$ cat src/hdl/dlr_pkg.sv
package dlr_pkg;

  localparam int COORD_BITS  = 10;
  localparam int COLOR_BITS  = 32;
  localparam int PERIOD_BITS = 8;

  typedef logic [COORD_BITS-1:0]  coord_t;
  typedef logic [COORD_BITS:0]    err_t;
  typedef logic [COLOR_BITS-1:0]  color_t;
  typedef logic [PERIOD_BITS-1:0] period_t;

  typedef enum logic {
    ACT_START = 1'b0,
    ACT_STEP  = 1'b1
  } action_t;

  typedef struct packed {
    action_t action;
    coord_t  x_start;
    coord_t  y_start;
    coord_t  x_end;
    coord_t  y_end;
    color_t  line_color;
    period_t dash_period;
  } in_item_t;

  typedef struct packed {
    logic   has_pixel;
    coord_t pixel_x;
    coord_t pixel_y;
    color_t pixel_color;
    logic   visible;
    logic   last;
  } out_item_t;

  // controller to datapath
  typedef struct packed {
    logic load;        // latch a new line from the input item
    logic advance;     // walk one pixel
    logic emit_pixel;  // fill output register with the current pixel
    logic emit_idle;   // fill output register with an empty result
  } dp_cmd_t;

  // datapath to controller
  typedef struct packed {
    logic line_nonzero;  // line on the input has at least one pixel
    logic last;          // current pixel is the final one
  } dp_status_t;

endpackage

$ cat src/hdl/dlr_datapath.sv
module dlr_datapath
  import dlr_pkg::*;
(
  input  logic       clk,
  input  in_item_t   in_data,
  input  dp_cmd_t    cmd,
  output dp_status_t status,
  output out_item_t  out_data
);

  coord_t  cur_x;
  coord_t  cur_y;
  err_t    error_acc;
  coord_t  major_delta;
  coord_t  minor_delta;
  coord_t  total_pixels;
  coord_t  pixel_index;
  logic    x_down;
  logic    y_down;
  logic    x_major;
  color_t  held_color;
  period_t held_period;
  period_t dash_phase;

  // start setup
  logic   ld_x_down;
  logic   ld_y_down;
  logic   ld_x_major;
  coord_t ld_dx;
  coord_t ld_dy;
  coord_t ld_major;
  coord_t ld_minor;

  always_comb begin
    ld_x_down  = in_data.x_end < in_data.x_start;
    ld_y_down  = in_data.y_end < in_data.y_start;
    ld_dx      = ld_x_down ? in_data.x_start - in_data.x_end
                           : in_data.x_end - in_data.x_start;
    ld_dy      = ld_y_down ? in_data.y_start - in_data.y_end
                           : in_data.y_end - in_data.y_start;
    ld_x_major = ld_dx >= ld_dy;
    ld_major   = ld_x_major ? ld_dx : ld_dy;
    ld_minor   = ld_x_major ? ld_dy : ld_dx;
  end

  // one bresenham step
  err_t    err_sum;
  logic    minor_step;
  err_t    error_acc_next;
  coord_t  cur_x_next;
  coord_t  cur_y_next;
  coord_t  x_stepped;
  coord_t  y_stepped;
  period_t phase_inc;
  period_t dash_phase_next;
  logic    visible;

  always_comb begin
    err_sum        = error_acc + {1'b0, minor_delta};
    minor_step     = err_sum >= {1'b0, major_delta};
    error_acc_next = minor_step ? err_sum - {1'b0, major_delta} : err_sum;
    x_stepped      = x_down ? cur_x - coord_t'(1) : cur_x + coord_t'(1);
    y_stepped      = y_down ? cur_y - coord_t'(1) : cur_y + coord_t'(1);
    if (x_major) begin
      cur_x_next = x_stepped;
      cur_y_next = minor_step ? y_stepped : cur_y;
    end else begin
      cur_y_next = y_stepped;
      cur_x_next = minor_step ? x_stepped : cur_x;
    end
    // phase stays below the period, so the increment never wraps
    phase_inc = dash_phase + period_t'(1);
    if (held_period == '0) begin
      dash_phase_next = dash_phase;
    end else if (phase_inc >= held_period) begin
      dash_phase_next = '0;
    end else begin
      dash_phase_next = phase_inc;
    end
    visible = (held_period == '0) || (dash_phase >= (held_period >> 1));
  end

  always_comb begin
    status.line_nonzero = ld_major != '0;
    status.last         = pixel_index == total_pixels;
  end

  always_ff @(posedge clk) begin
    if (cmd.load) begin
      cur_x        <= in_data.x_start;
      cur_y        <= in_data.y_start;
      error_acc    <= {1'b0, ld_major >> 1};
      major_delta  <= ld_major;
      minor_delta  <= ld_minor;
      total_pixels <= ld_major;
      pixel_index  <= coord_t'(1);
      x_down       <= ld_x_down;
      y_down       <= ld_y_down;
      x_major      <= ld_x_major;
      held_color   <= in_data.line_color;
      held_period  <= in_data.dash_period;
      // 1 mod period
      dash_phase   <= (in_data.dash_period > period_t'(1)) ? period_t'(1) : '0;
    end else if (cmd.advance) begin
      cur_x       <= cur_x_next;
      cur_y       <= cur_y_next;
      error_acc   <= error_acc_next;
      dash_phase  <= dash_phase_next;
      pixel_index <= pixel_index + coord_t'(1);
    end
  end

  always_ff @(posedge clk) begin
    if (cmd.emit_pixel) begin
      out_data.has_pixel   <= 1'b1;
      out_data.pixel_x     <= cur_x;
      out_data.pixel_y     <= cur_y;
      out_data.pixel_color <= held_color;
      out_data.visible     <= visible;
      out_data.last        <= status.last;
    end else if (cmd.emit_idle) begin
      out_data <= '0;
    end
  end

endmodule

$ cat src/hdl/dlr_ctrl.sv
module dlr_ctrl
  import dlr_pkg::*;
(
  input  logic       clk,
  input  logic       rst,
  input  logic       in_valid,
  input  action_t    action,
  output logic       in_stall,
  output logic       out_valid,
  input  logic       out_stall,
  input  dp_status_t status,
  output dp_cmd_t    cmd
);

  typedef enum logic [1:0] {
    ST_IDLE = 2'b01,
    ST_DRAW = 2'b10
  } state_t;

  state_t state;
  state_t state_next;
  logic   out_valid_next;
  logic   take;
  logic   take_start;
  logic   take_step;

  always_comb begin
    in_stall   = out_valid && out_stall;
    take       = in_valid && !in_stall;
    take_start = take && (action == ACT_START);
    take_step  = take && (action == ACT_STEP);

    cmd.load       = take_start;
    cmd.advance    = take_step && (state == ST_DRAW);
    cmd.emit_pixel = take_step && (state == ST_DRAW);
    cmd.emit_idle  = take_step && (state == ST_IDLE);

    if (take_step) begin
      out_valid_next = 1'b1;
    end else if (!out_stall) begin
      out_valid_next = 1'b0;
    end else begin
      out_valid_next = out_valid;
    end

    state_next = state;
    unique case (state)
      ST_IDLE: begin
        if (take_start && status.line_nonzero) begin
          state_next = ST_DRAW;
        end
      end
      ST_DRAW: begin
        if (take_start) begin
          state_next = status.line_nonzero ? ST_DRAW : ST_IDLE;
        end else if (take_step && status.last) begin
          state_next = ST_IDLE;
        end
      end
      default: begin
        state_next = ST_IDLE;
      end
    endcase
  end

  always_ff @(posedge clk) begin
    if (rst) begin
      state     <= ST_IDLE;
      out_valid <= 1'b0;
    end else begin
      state     <= state_next;
      out_valid <= out_valid_next;
    end
  end

endmodule

$ cat src/hdl/dashed_line_rasterizer.sv
// channel  | handshake                 | payload
// ---------+---------------------------+-----------------------------------
// in       | in_valid / in_stall       | in_data  (in_item_t: start or step)
// out      | out_valid / out_stall     | out_data (out_item_t: one pixel or an empty result)
//
// an item is taken when in_valid is high and in_stall low; one item per cycle sustained while in_stall stays low
// the combinational bresenham step (error add, compare, coordinate update) sets that
// a start item yields no result; a step item yields one result through the output register
// synchronous active-high reset idles the walker and clears out_valid
// the output register is the only buffer: in_stall follows a full, stalled output

module dashed_line_rasterizer
  import dlr_pkg::*;
(
  input  logic      clk,
  input  logic      rst,
  input  logic      in_valid,
  output logic      in_stall,
  input  in_item_t  in_data,
  output logic      out_valid,
  input  logic      out_stall,
  output out_item_t out_data
);

  // command and status between controller and datapath
  dp_cmd_t    cmd;
  dp_status_t status;

  // controller: line active / idle, handshake and output register valid
  dlr_ctrl u_ctrl (
    .clk       (clk),
    .rst       (rst),
    .in_valid  (in_valid),
    .action    (in_data.action),
    .in_stall  (in_stall),
    .out_valid (out_valid),
    .out_stall (out_stall),
    .status    (status),
    .cmd       (cmd)
  );

  // datapath: endpoint setup, error accumulator, dash counter, output register
  dlr_datapath u_datapath (
    .clk      (clk),
    .in_data  (in_data),
    .cmd      (cmd),
    .status   (status),
    .out_data (out_data)
  );

endmodule
$ cat config.mk
export PLATFORM = sky130hd
export DESIGN_NAME = dashed_line_rasterizer
export DESIGN_NICKNAME = d
export VERILOG_FILES = /design/src/hdl/dlr_pkg.sv /design/src/hdl/dlr_datapath.sv /design/src/hdl/dlr_ctrl.sv /design/src/hdl/dashed_line_rasterizer.sv
export SDC_FILE = /design/constraint.sdc
export NUM_CORES = 1
export LEC_CHECK = 0
export BUFFER_PORTS_ARGS = -buffer_cell sky130_fd_sc_hd__buf_2
export CAP_MARGIN = 20
export CORE_MARGIN = 8
export CORE_UTILIZATION = 55
export DETAILED_ROUTE_END_ITERATION = 10
export PLACE_DENSITY_LB_ADDON = 0.1
export SYNTH_ARGS = -nofsm -noshare
export SYNTH_HDL_FRONTEND = slang
export SYNTH_SLANG_ARGS = --single-unit
export TNS_END_PERCENT = 1
$ cat constraint.sdc
create_clock -name clk -period 6 [get_ports clk]
set_clock_uncertainty 0.05 [all_clocks]
set_input_delay 0.3 -clock clk [delete_from_list [all_inputs] [get_ports clk]]
set_output_delay 0.3 -clock clk [all_outputs]
set_load 0.05 [all_outputs]
Yosys cells after proc, flatten, opt, wreduce, memory -nomap -nowiden
Index checks and enable logic that the tools add are counted.
Word-level totals
  input bits: 85
  bits in registers: 170
  output and inout port bits: 57
Operators by class
  reduce and logical (&&, ||, !) cells: 19
  add/sub/neg operators: 12
  magnitude comparators: 7
  bitwise gates (word level): 1
  equal/unequal tests: 8
  multiplexer cells: 31
Operators with widths (count)
  $mux W10: 14
  $mux W54: 2
  $sub A10 B10 Y10: 4
  $mux W8: 4
  $add A10 B1 Y10 const B: 3
  $lt A10 B10 Y1: 2
  $sub A10 B1 Y10 const B: 2
  $mux W9: 2
  $add A11 B10 Y11: 1
  $ge A11 B10 Y1: 1
  $mux W11: 1
  $sub A11 B10 Y11: 1
  $eq A10 B10 Y1: 1
  $ge A10 B10 Y1: 1
  $reduce_bool A10 Y1: 1
  $add A8 B1 Y8 const B: 1
  $ge A8 B7 Y1: 1
  $ge A8 B8 Y1: 1
  $gt A8 B1 Y1 const B: 1
  $logic_and A1 B1 Y1: 8
  $logic_not A8 Y1: 1
  $mux W2: 4
  $reduce_and A2 Y1: 4
  $ne A2 B2 Y1 const B: 2
  other kinds (12): 15

Longest topological paths before layout
Gate-level depths: netlist of run 1.
  depth after elaboration: 8
  gate-level depth with buffers: 23

Modules after synthesis
A second synthesis of run 1 with hierarchy kept.
Second synthesis, totals
  cells, all modules: 972
  area, all modules: 10640.2 um2
Modules (own cells, without submodules)
  dlr_datapath: sequential area each 4884.7 um2, cells each 941, area each 10395.0 um2, instances 1
  dlr_ctrl: sequential area each 60.1 um2, cells each 31, area each 245.2 um2, instances 1

Worst setup path after synthesis of run 1
OpenSTA, ideal clock, no wires.
  path kind: input port to flip-flop
  from: input port in_data[50] (netlist bit)
  to: register u_datapath.error_acc[0], data pin
  setup time: 257 ps
  arrival time: 4253 ps
  cell stages on the path: 20
  setup slack: 1440 ps
  cell sequence: inv_1 > ha_1 > inv_1 > fa_1 > a21o_1 > a221oi_4 > a211oi_4 > a221oi_1 > a21oi_1 > xor2_1 > inv_1 > ha_1 > and4_1 > nand2_1 > o211ai_1 > a31oi_1 > clkbuf_1 > clkbuf_1 > a21oi_1 > o2bb2ai_1
On the way
  longest elaborated chain between the ends: 5
  elaborated cells between the ends (all ways): 7
  classes of those cells: add/sub (2); order compare (2); mux (3)
RTL lines
  from (decl): RTL line dashed_line_rasterizer.sv:19  | input in_item_t in_data,
  $sub A10 B10 Y10 (tied with other cells): RTL line dlr_datapath.sv:38  | : in_data.x_end - in_data.x_start;
  $mux W10 (*): RTL line dlr_datapath.sv:37  | ld_dx = ld_x_down ? in_data.x_start - in_data.x_end
  $ge A10 B10 Y1: RTL line dlr_datapath.sv:41  | ld_x_major = ld_dx >= ld_dy;
  $mux W10 (*): RTL line dlr_datapath.sv:42  | ld_major = ld_x_major ? ld_dx : ld_dy;
  via u_datapath.ld_major[1]: RTL line dlr_datapath.sv:31  | coord_t ld_major;
  $mux W9 (*): RTL line dlr_datapath.sv:89  | if (cmd.load) begin
  to (signal assigned): RTL line dlr_datapath.sv:92  | error_acc <= {1'b0, ld_major >> 1};
  to (signal assigned): RTL line dlr_datapath.sv:107  | error_acc <= error_acc_next;
  to (decl): RTL line dlr_datapath.sv:13  | err_t error_acc;
Mark *: on every way through the listed nets, which the timed path passes. The rest lies on a longest branch.
A chain may end at the register's enable or synchronous reset.

Worst setup path after layout of run 1
  from: register u_datapath.minor_delta[1]
  to: register u_datapath.cur_x[0] (enable)
On the way
  longest elaborated chain between the ends: 4
RTL lines
  from (decl): RTL line dlr_datapath.sv:15  | coord_t minor_delta;
  from (signal assigned): RTL line dlr_datapath.sv:94  | minor_delta <= ld_minor;
  $add A11 B10 Y11: RTL line dlr_datapath.sv:59  | err_sum = error_acc + {1'b0, minor_delta};
  $ge A11 B10 Y1: RTL line dlr_datapath.sv:60  | minor_step = err_sum >= {1'b0, major_delta};
  $reduce_bool A3 Y1 (no line)
  $reduce_and A2 Y1 (no line)
  to (signal assigned): RTL line dlr_datapath.sv:90  | cur_x <= in_data.x_start;
  to (signal assigned): RTL line dlr_datapath.sv:105  | cur_x <= cur_x_next;
  to (decl): RTL line dlr_datapath.sv:11  | coord_t cur_x;
Every way passes these cells.

==> results of run 1 <==
==> layer usage <==
layer	GRT usage, %	vias up	wire length [um]
met5	0	-	0
li1	-	3919	-
met3	3.939	19	1213
met1	26.77	3596	11370
met4	6.020	0	284
met2	32.90	198	11100
==> power breakdown <==
group	internal (W)	switching (W)	leakage [nW]
combinational	0.000914	0.00127	3.75
clock	0.000569	0.000529	0.299
sequential	0.00151	0.0000628	1.59
==> flip-flops by register name (all words and copies together) (netlist names) <==
register	flops
u_datapath.held_period	8
u_datapath.major_delta	10
u_datapath.x_down	1
u_datapath.dash_phase	8
u_datapath.cur_y	10
u_ctrl.out_valid	1
u_datapath.minor_delta	10
u_datapath.y_down	1
u_datapath.held_color	32
u_datapath.error_acc	11
u_ctrl.state	2
u_datapath.pixel_index	10
u_datapath.x_major	1
u_datapath.cur_x	10
u_datapath.out_data	55
==> cells by family (layout without fill, tap and decap cells) <==
logic type                 after synthesis  count (layout)  share of synthesized area, %
AOI/OAI and AO/OA                      210             210                         13.28
xor gates and xnor gates                68              68                         5.599
muxes                                   29              29                         2.823
buffers and inverters                  133             310                         4.975
DFF                                    170             170                         46.48
adders and majority gates              111             111                         13.62
and+or+nand+nor                        277             277                         13.22
==> through the flow <==
step | hold slack [ns] | instances
3_3_place_gp | 0.3793 | 1378
5_1_grt | 0.0004256 | 1440
3_5_place_dp | 0.3915 | 1378
2_1_floorplan | 0.3191 | 998
4_1_cts | 0.0001718 | 1440
6_report | 0.01661 | 1440
==> critical path, cell delays in order, from the launching register on <==
cell and delay (ns):
edfxtp_1 0.43, ha_1 0.32, a21o_1 0.18, a21oi_1 0.23, nor2b_1 0.08, o21a_1 0.19, o211ai_1 0.23, nand2_1 0.12
o311ai_0 0.45, ha_1 0.31, nand4_1 0.13, o31ai_1 0.32, a211oi_1 0.10, nand2_1 0.49, nor3_1 0.09, nor2_1 0.68
==> cells in the mapped netlist (all sizes together), types with 7 or more instances <==
| cell | instances |
|---|---|
| a21o | 29 |
| a21oi | 81 |
| and3 | 56 |
| buf | 10 |
| clkbuf | 24 |
| dfxtp | 16 |
| edfxtp | 154 |
| fa | 8 |
| ha | 103 |
| inv | 99 |
| mux2i | 27 |
| nand2 | 51 |
| nand2b | 13 |
| nand3 | 12 |
| nand4 | 7 |
| nor2 | 76 |
| nor2b | 19 |
| nor3 | 15 |
| o21ai | 40 |
| xnor2 | 44 |
| xor2 | 24 |
==> path summary, 6_finish.rpt <==
kind | from | end | slack [ns] | depth (start not counted)
max | u_datapath.minor_delta[1]$_DFFE_PP_ | u_datapath.cur_x[0]$_DFFE_PP_ | 1.23 | 15
min | in_data[19] | u_datapath.held_color[11]$_DFFE_PP_ | 0.02 | 1
max reg2reg | u_datapath.minor_delta[1]$_DFFE_PP_ | u_datapath.cur_x[0]$_DFFE_PP_ | 1.23 | 15
min reg2reg | u_datapath.out_data[54]$_SDFFE_PP1P_ | u_datapath.out_data[54]$_SDFFE_PP1P_ | 0.40 | 2
==> cells in the final DEF (no fill, tap or decap), types with 5 or more instances in the layout <==
master	instances
clkinv_8	7
dlygate4sd3_1	30
nand4_1	7
ha_1	103
dfxtp_1	16
o21ai_1	5
edfxtp_1	154
fa_1	8
mux2i_1	26
or3_1	5
o21ai_0	34
buf_2	141
a21oi_1	81
clkbuf_16	17
nand2b_1	13
nor3_1	15
nand2_1	51
nor2_1	75
and3_1	55
a21o_1	28
buf_4	8
nand3_1	12
inv_1	97
xor2_1	24
a21boi_0	5
xnor2_1	44
nor2b_1	19
o211ai_1	5
and2_1	5
==> final cells by class <==
type | instances | area share, %
Clock inverter | 15 | 1.550
Clock buffer | 17 | 3.400
Multi-Input combinational cell | 695 | 41.38
Tap cell | 265 | 2.650
Timing Repair Buffer | 179 | 8.520
Sequential cell | 170 | 39.52
Inverter | 99 | 2.980
==> repair_timing <==
item,in CTS,in global routing
gates resized for setup,0,0
endpoints found under the hold margin,30,0
endpoints found under the setup margin,0,0
hold buffers,30,0
==> flow_summary.json, run 1 <==
{
  "final_nets": 1358,
  "required_ns": 6.00,
  "maxCapViolations": 0,
  "routed_wl_um": 23970,
  "ys_top_cells_by_area": "edfxtp_1, ha_1, a21oi_1",
  "dp_hpwl_um": 18210,
  "status": "finished clean",
  "yosysSeqAreaShare_pct": 46.48,
  "synth-edff-count": 154,
  "clk_pin_slew_ns": 0.08,
  "finalSetupViolations": 0,
  "area_growth_pct": 17.62,
  "drt_pass1_iterations": 5,
  "wire_per_inst_um": 16.64,
  "tns_ns": 0,
  "multi_input_area_um2": 5177,
  "cts_made_buffers": 17,
  "overflow": 0,
  "p_leak_nw": 5.641,
  "clock_sink_count": 170,
  "grt_pass1_wl_um": 38810,
  "cp.arrival_ns": 4.77,
  "fp-row-count": 51,
  "fmax_mhz": 209.6,
  "final-hold-violation-count": 0,
  "vias": 7732,
  "synthesis.nets": 1194,
  "synthCells": 998,
  "hold_class": "in2reg",
  "cts_root_buffer": "clkbuf_16",
  "grt_usage_pct": 20.17,
  "post-cts-setup-buffers": 0,
  "post-route-min-period_ns": 4.771,
  "worstPathMaxFanout": 12,
  "synth_top_area_share_pct": 43.47,
  "yosys_warnings": 0,
  "clk_path_buf_depth": 2,
  "seq_area_um2": 4945,
  "setup_ws_ns": 1.229,
  "ioPinCount": 142,
  "dp_worst_setup_slack_ns": 1.024,
  "antenna_found_initial": 0,
  "place.gp.congestion": 0.8705,
  "drv_slew": 0,
  "rsz0062_at_grt": "false",
  "placed_cell_area_um2": 11590,
  "core-area_um2": 19210,
  "postRouteAntennaNets": 0,
  "synth_ff_type": "edfxtp_1",
  "final_util_pct": 65.14,
  "drive_gt1_share_pct": 17.36,
  "power_w": 0.004860,
  "final_area_um2": 12510,
  "die-width_um": 155.1,
  "slew-limit-headroom_pct": 35.68,
  "drc": 0,
  "p_per_area_nw_per_um2": 388.4,
  "clk_latency_ns": 0.42,
  "synth_cell_type_count": 76,
  "syn_area_per_cell_um2": 10.66,
  "cts_tree": "done",
  "crit_type": "reg2reg",
  "die_h_um": 155.1,
  "ys_ff_latch": 170,
  "grt_pass1_vias": 7614,
  "synthArstFlopShare_pct": 0,
  "nFillCells": 1515,
  "portBuffers": 141,
  "vdd_ir_drop_max_uv": 234.1,
  "drtIter0Drc": 514,
  "yosysTopAreaCell": "edfxtp_1",
  "finalCritPeriodShare_pct": 79.52,
  "htree_levels": 4,
  "end_kind": "register",
  "worstMarginPinSlew_ns": 0.9649,
  "syn_area_um2": 10640,
  "crit_path_start_kind": "register",
  "antenna_cells": 0,
  "initial_utilization_pct": 55.38,
  "grt_max_degree": 54,
  "die-area_um2": 24050,
  "avgViaCountPerCell": 5.369
}
No activity file was read; power rests on OpenSTA's default activity.
==> inputs of run 2 (changes only) <==
Clock period 6 ns to 4.88 ns, I/O delays scaled along.
==> run 2 against run 1 <==
Against the previous run:
- flip-flop and latch count unchanged
- die area unchanged
- non-clock buffer count increased by 28
- routed wire length increased by 4.3%
==> flow_summary.json, run 2 (same netlist as run 1, synthesis figures left out) <==
{
  "status": "finished clean",
  "post-cts-setup-buffers": 0,
  "ioPinCount": 142,
  "post-route-min-period_ns": 4.505,
  "reg2reg_depth": 17,
  "final_common_cell": "edfxtp_1",
  "die-width_um": 155.1,
  "place.gp.congestion": 0.8755,
  "drive_gt1_share_pct": 18.45,
  "cts_made_buffers": 17,
  "min_path_cells": 3,
  "maxCapViolations": 0,
  "drv_slew": 0,
  "grt_usage_pct": 20.72,
  "fp-row-count": 51,
  "setup_ws_ns": 0.3755,
  "r2r_slack_ns": 0.38,
  "clk_pin_slew_ns": 0.07,
  "power_w": 0.006100,
  "grt_max_degree": 53,
  "routed_wl_um": 25010,
  "grt_pass1_vias": 7705,
  "rsz0062_at_grt": "false",
  "antenna_cells": 0,
  "dp_worst_setup_slack_ns": 0.1584,
  "placed_cell_area_um2": 11720,
  "hold_class": "in2reg",
  "hp-start": "in_data[68]",
  "p_leak_nw": 5.771,
  "fmax_mhz": 222.0,
  "hold_end": "u_datapath.cur_y[8]$_DFFE_PP_",
  "cts_tree": "done",
  "clock_sink_count": 170,
  "p_per_area_nw_per_um2": 478.1,
  "drt_pass1_iterations": 5,
  "finalCritPeriodShare_pct": 92.31,
  "portBuffers": 141,
  "area_growth_pct": 19.92,
  "antenna_found_initial": 0,
  "htree_levels": 4,
  "final_nets": 1386,
  "worstMarginPinSlew_ns": 0.9011,
  "end_kind": "register",
  "final_area_um2": 12760,
  "clk_latency_ns": 0.44,
  "vdd_ir_drop_max_uv": 369.6,
  "clk_path_buf_depth": 2,
  "cts_root_buffer": "clkbuf_16",
  "finalSetupViolations": 0,
  "slew-limit-headroom_pct": 39.93,
  "regMostFlops": "u_datapath.out_data",
  "largest_reg_flops": 55,
  "required_ns": 4.96,
  "final_cell_mix": "edfxtp_1, buf_2, ha_1, inv_1, a21oi_1",
  "crit_path_start_kind": "register",
  "r2r_end": "u_datapath.cur_y[8]$_DFFE_PP_",
  "vias": 7889,
  "final-hold-violation-count": 0,
  "worstPathMaxFanout": 11,
  "crit_type": "reg2reg",
  "tns_ns": 0,
  "die-area_um2": 24050,
  "overflow": 0,
  "dp_hpwl_um": 18440,
  "die_h_um": 155.1,
  "core-area_um2": 19210,
  "avgViaCountPerCell": 5.374,
  "grt_pass1_wl_um": 39640,
  "drtIter0Drc": 456,
  "wire_per_inst_um": 17.03,
  "largestRegisters": "u_datapath.out_data x55, u_datapath.held_color x32, u_datapath.error_acc x11",
  "regToRegStartpoint": "u_datapath.minor_delta[1]$_DFFE_PP_",
  "drc": 0,
  "cp.arrival_ns": 4.59,
  "initial_utilization_pct": 55.38,
  "postRouteAntennaNets": 0,
  "final_cells": 1468,
  "dp_cells": 1395
}
==> run 2: changes by cell type in the layout (fill, tap and decap cells not counted) <==
cell / change
inv_6: -2
inv_8: +3
clkinvlp_4: +1
nor2_1: -1
nor2_2: +1
bufinv_16: +1
clkinv_8: -3
buf_4: +17
dlygate4sd3_1: +11
==> run 2: worst max-delay path, cell delays in order, from the launching register on <==
cell,delay (ns)
edfxtp_1,0.43
ha_1,0.31
a21o_1,0.18
a21oi_1,0.24
nor2b_1,0.08
o21a_1,0.19
o211ai_1,0.26
nand2_1,0.13
o311ai_0,0.56
ha_1,0.35
nand4_1,0.13
o31ai_1,0.33
a211oi_1,0.11
nand2_1,0.13
buf_4,0.23
nor2_1,0.06
a21oi_1,0.18
buf_4,0.23
==> run 2: cell type report <==
class	instances	area (um^2)
inverter	99	372.9
timing repair buffer	207	1304
multi-input combinational	695	5180
sequential	170	4945
clock inverter	15	198.9
tap	265	331.6
fill	1494	6450
clock buffer	17	425.4
==> run 2: how the worst max path moves through the flow <==
stage,endpoint,from,cells after the start,slack (ns)
CTS,u_datapath.cur_x[6]$_DFFE_PP_,u_datapath.minor_delta[1]$_DFFE_PP_,15,0.27
global placement,u_ctrl.state[0]$_SDFFE_PP1P_,in_data[40],22,0.26
detailed placement,u_ctrl.state[1]$_SDFFE_PP0P_,in_data[40],22,0.16
global route,u_datapath.cur_y[8]$_DFFE_PP_,u_datapath.minor_delta[1]$_DFFE_PP_,17,0.02
floorplan,u_datapath.error_acc[0]$_DFFE_PP_,in_data[50],20,0.38
finish,u_datapath.cur_y[8]$_DFFE_PP_,u_datapath.minor_delta[1]$_DFFE_PP_,17,0.38
==> run 2: per-stage QoR <==
step,hold slack [ns],utilization (%)
6_report,0.1165,66.42
3_3_place_gp,0.3700,61.02
5_1_grt,0.1177,66.42
2_1_floorplan,0.2631,-
4_1_cts,0.1005,66.41
3_5_place_dp,0.3721,61.02
==> run 2: repair_timing <==
action | 4_1_cts | 5_1_grt
endpoints found under the hold margin | 41 | 0
setup endpoints to repair | 0 | 10
resized for setup | 0 | 1
hold buffers | 41 | 0
==> run 2: layer usage <==
metal / part of all wire [%] / vias to the layer above / GRT usage, % / wire [um]
li1: - / 3968 / - / -
met1: 46 / 3701 / 27.70 / 11620
met2: 47 / 202 / 34.01 / 11790
met3: 5.2 / 18 / 3.745 / 1288
met4: 1.2 / 0 / 5.693 / 303
met5: 0 / - / 0 / 0
==> run 2: power breakdown <==
part	internal (W)	total, W	switching (W)
clock	0.000745	0.00139	0.000649
sequential	0.00186	0.00194	0.0000774
combinational	0.00119	0.00277	0.00158
total	0.00379	0.00610	0.00231
==> inputs of run 3 (changes only) <==
Settings changed: ABC_AREA set to 1.
==> run 3 against run 2 <==
Against the previous run:
- flip-flop and latch count is the same
- routed wire length grew 13%
- count of clock-buffer cells in the layout is the same
- first-iteration DRC count shrank 2.2%
- die area grew 6.7%
- global-route usage grew 1.1 points
- total power grew 4.9%
- combinational power grew 11%
- non-clock buffer count shrank 17
- maximum frequency grew 12%
- register-to-register slack gained 0.48 ns
- critical endpoint is now u_datapath.cur_x[1]$_DFFE_PP_
- highest routed layer unchanged
==> flow_summary.json, run 3 <==
{
  "wl_met3_um": 1273,
  "p_leak_nw": 6.665,
  "synth_simple_gate_area_share_pct": 23.03,
  "final_area_um2": 13420,
  "grt_max_degree": 81,
  "routed_wl_um": 28170,
  "synth_ff_type": "edfxtp_1",
  "regMostFlops": "u_datapath.out_data",
  "drv_slew": 0,
  "final_cells": 1841,
  "clock_sink_count": 170,
  "end_kind": "register",
  "final_common_cell": "nand2_1",
  "crit_family": "simple AND/OR/NAND/NOR gates",
  "clk_latency_ns": 0.43,
  "area_growth_pct": 17.36,
  "synthMuxAreaShare_pct": 0,
  "synthArstFlopShare_pct": 0,
  "fmax_mhz": 248.7,
  "hold_class": "in2reg",
  "grt_pass1_wl_um": 45460,
  "drive_gt1_share_pct": 15.34,
  "yosys_warnings": 0,
  "die-width_um": 160.2,
  "cp_cell_sequence": "ha_1 > a21oi_1 > o21ai_0 > a21oi_1 > nor2_1 > nor3_1 > o21bai_1 > xor2_1 > inv_1 > ha_1 > nand2_1 > nor2_1 > nand3_1 > o2111ai_1 > nand2_1 > inv_1 > nor2_4 > inv_2 > nor3_2 > nor2_1 > buf_4",
  "grt_pass1_vias": 9202,
  "final-hold-violation-count": 0,
  "drc": 0,
  "worstPathMaxFanout": 20,
  "postRouteAntennaNets": 0,
  "tns_ns": 0,
  "syn_area_um2": 11440,
  "portBuffers": 141,
  "synthesis.nets": 1568,
  "dp_hpwl_um": 21930,
  "required_ns": 5.01,
  "cpPeakStageDelay_ns": 0.39,
  "status": "finished clean",
  "wire_per_inst_um": 15.30,
  "final_nets": 1754,
  "placed_cell_area_um2": 12460,
  "htree_levels": 4,
  "yosys-top-cells-count": "nand2_1, inv_1, edfxtp_1, nor2_1, ha_1",
  "dr_wl_met2_um": 13550,
  "largestRegisters": "u_datapath.out_data x55, u_datapath.held_color x32, u_datapath.error_acc x11",
  "hp-start": "rst",
  "final_cell_mix": "nand2_1, inv_1, edfxtp_1, buf_2, nor2_1",
  "cp.arrival_ns": 4.15,
  "vdd_ir_drop_max_uv": 291.6,
  "synth_cell_type_count": 52,
  "worstMarginPinSlew_ns": 0.9724,
  "cts_root_buffer": "clkbuf_16",
  "ys_ff_latch": 170,
  "finalCritPeriodShare_pct": 82.40,
  "die-area_um2": 25670,
  "drtIter0Drc": 446,
  "crit_type": "reg2reg",
  "ys_top_cells_by_area": "edfxtp_1, ha_1, nand2_1",
  "p_per_area_nw_per_um2": 476.8,
  "synthCells": 1372,
  "crit_buf_inv": 4,
  "clk_pin_slew_ns": 0.07,
  "core-area_um2": 20300,
  "grt_usage_pct": 21.87,
  "drt_pass1_iterations": 5,
  "finalSetupViolations": 0,
  "syn_area_per_cell_um2": 8.336,
  "top_layer_used": "met4",
  "vias": 9359,
  "min_path_cells": 3,
  "crit_path_start_kind": "register",
  "initial_utilization_pct": 56.34,
  "cts_made_buffers": 17,
  "yosysSeqAreaShare_pct": 43.23,
  "synthXorXnorAreaFrac_pct": 3.512,
  "synth-edff-count": 154,
  "path_depth": 21,
  "regToRegStartpoint": "u_datapath.minor_delta[2]$_DFFE_PP_",
  "yosysTopAreaCell": "edfxtp_1",
  "nFillCells": 1779,
  "synth-compound-area-share_pct": 7.997,
  "post-route-min-period_ns": 4.021,
  "cts_tree": "done",
  "synthAdderAreaFrac_pct": 12.67,
  "synth_top_family_by_area": "simple AND/OR/NAND/NOR gates",
  "cp-startpoint": "u_datapath.minor_delta[2]$_DFFE_PP_",
  "reg2reg_depth": 21,
  "maxCapViolations": 0,
  "rsz0062_at_grt": "false",
  "fp-row-count": 52,
  "largest_reg_flops": 55,
  "met1_length_um": 12860,
  "place.gp.congestion": 0.9246,
  "crit_top_cell": "nor2_1",
  "die_h_um": 160.2,
  "yosysMostFrequentCell": "nand2_1",
  "ctsResizeCount": 0,
  "avgViaCountPerCell": 5.084,
  "synth_top_area_share_pct": 40.43,
  "dp_cells": 1769,
  "antenna_cells": 0,
  "slew-limit-headroom_pct": 35.17,
  "slowest_stage": "ha_1",
  "antenna_found_initial": 0,
  "overflow": 0,
  "clk_path_buf_depth": 2,
  "ioPinCount": 142
}
==> run 3: cell count changes after synthesis, moves of 19 or more <==
cell and delta:
xnor2_1 -39, mux2i_1 -26, nor2b_1 -19, nand3_1 +64, nor2_1 +30, inv_1 +160
and3_1 -53, a21o_1 -26, nand2_1 +286, a21oi_1 -24
==> run 3: what timing repair did <==
action	CTS	global route
hold buffers	40	0
endpoints found under the hold margin	40	0
setup buffers	0	0
==> run 3: routing by layer <==
| layer | vias to the layer above | GRT usage [%] |
|---|---|---|
| met5 | - | 0 |
| met4 | 0 | 6.882 |
| met3 | 33 | 3.625 |
| met2 | 230 | 37.85 |
| met1 | 4280 | 27.44 |
| li1 | 4816 | - |
==> run 3: kinds of logic after synthesis <==
| group | count (synthesis) |
|---|---|
| buffers and inverters | 286 |
| AND/OR/NAND/NOR | 606 |
| XOR/XNOR | 45 |
| AO/OA/AOI/OAI | 154 |
| adder cells (fa/ha/maj) | 111 |
| flip-flops | 170 |
==> run 3: path summary, 6_finish.rpt <==
path	end	slack (ns)
hold / removal	u_ctrl.state[0]$_SDFFE_PP1P_	0.07
setup / recovery	u_datapath.cur_x[1]$_DFFE_PP_	0.86
hold reg to reg	u_datapath.out_data[54]$_SDFFE_PP1P_	0.43
setup reg to reg	u_datapath.cur_x[1]$_DFFE_PP_	0.86
==> run 3: per-stage QoR <==
step | hold slack (ns) | power, W | worst slack [ns] | util, %
floorplan | 0.2929 | 0.004390 | 0.8996 | -
global placement | 0.3706 | 0.005037 | 0.8285 | 61.38
detailed placement | 0.3722 | 0.005060 | 0.7934 | 61.38
CTS | 0.04383 | 0.006406 | 0.8832 | 66.12
global route | 0.06637 | 0.006866 | 0.4630 | 66.12
finish | 0.06766 | 0.006400 | 0.8589 | 66.12
==> run 3: where the power goes <==
group | leakage [nW] | total, W | internal (W) | switching (W)
clock | 0.277 | 0.00130 | 0.000712 | 0.000587
combinational | 4.81 | 0.00308 | 0.00106 | 0.00202
sequential | 1.58 | 0.00202 | 0.00192 | 0.000104
==> run 3: final cells by class <==
| type | count | area (um^2) | share of cell area [%] |
|---|---|---|---|
| Multi-Input combinational cell | 916 | 5416 | 40.35 |
| Clock inverter | 15 | 137.6 | 1.025 |
| Tap cell | 270 | 337.8 | 2.517 |
| Sequential cell | 170 | 4945 | 36.84 |
| Clock buffer | 17 | 425.4 | 3.169 |
| Inverter | 263 | 987.2 | 7.355 |
| Timing Repair Buffer | 190 | 1174 | 8.743 |
==> run 3: worst register-to-register path, stage by stage (launching register included) <==
cell,delay [ns]
edfxtp_1,0.38
ha_1,0.39
a21oi_1,0.22
o21ai_0,0.16
a21oi_1,0.19
nor2_1,0.08
nor3_1,0.12
o21bai_1,0.14
xor2_1,0.21
inv_1,0.07
ha_1,0.35
nand2_1,0.11
nor2_1,0.05
nand3_1,0.08
o2111ai_1,0.15
nand2_1,0.09
inv_1,0.07
nor2_4,0.38
inv_2,0.08
nor3_2,0.13
nor2_1,0.06
buf_4,0.20
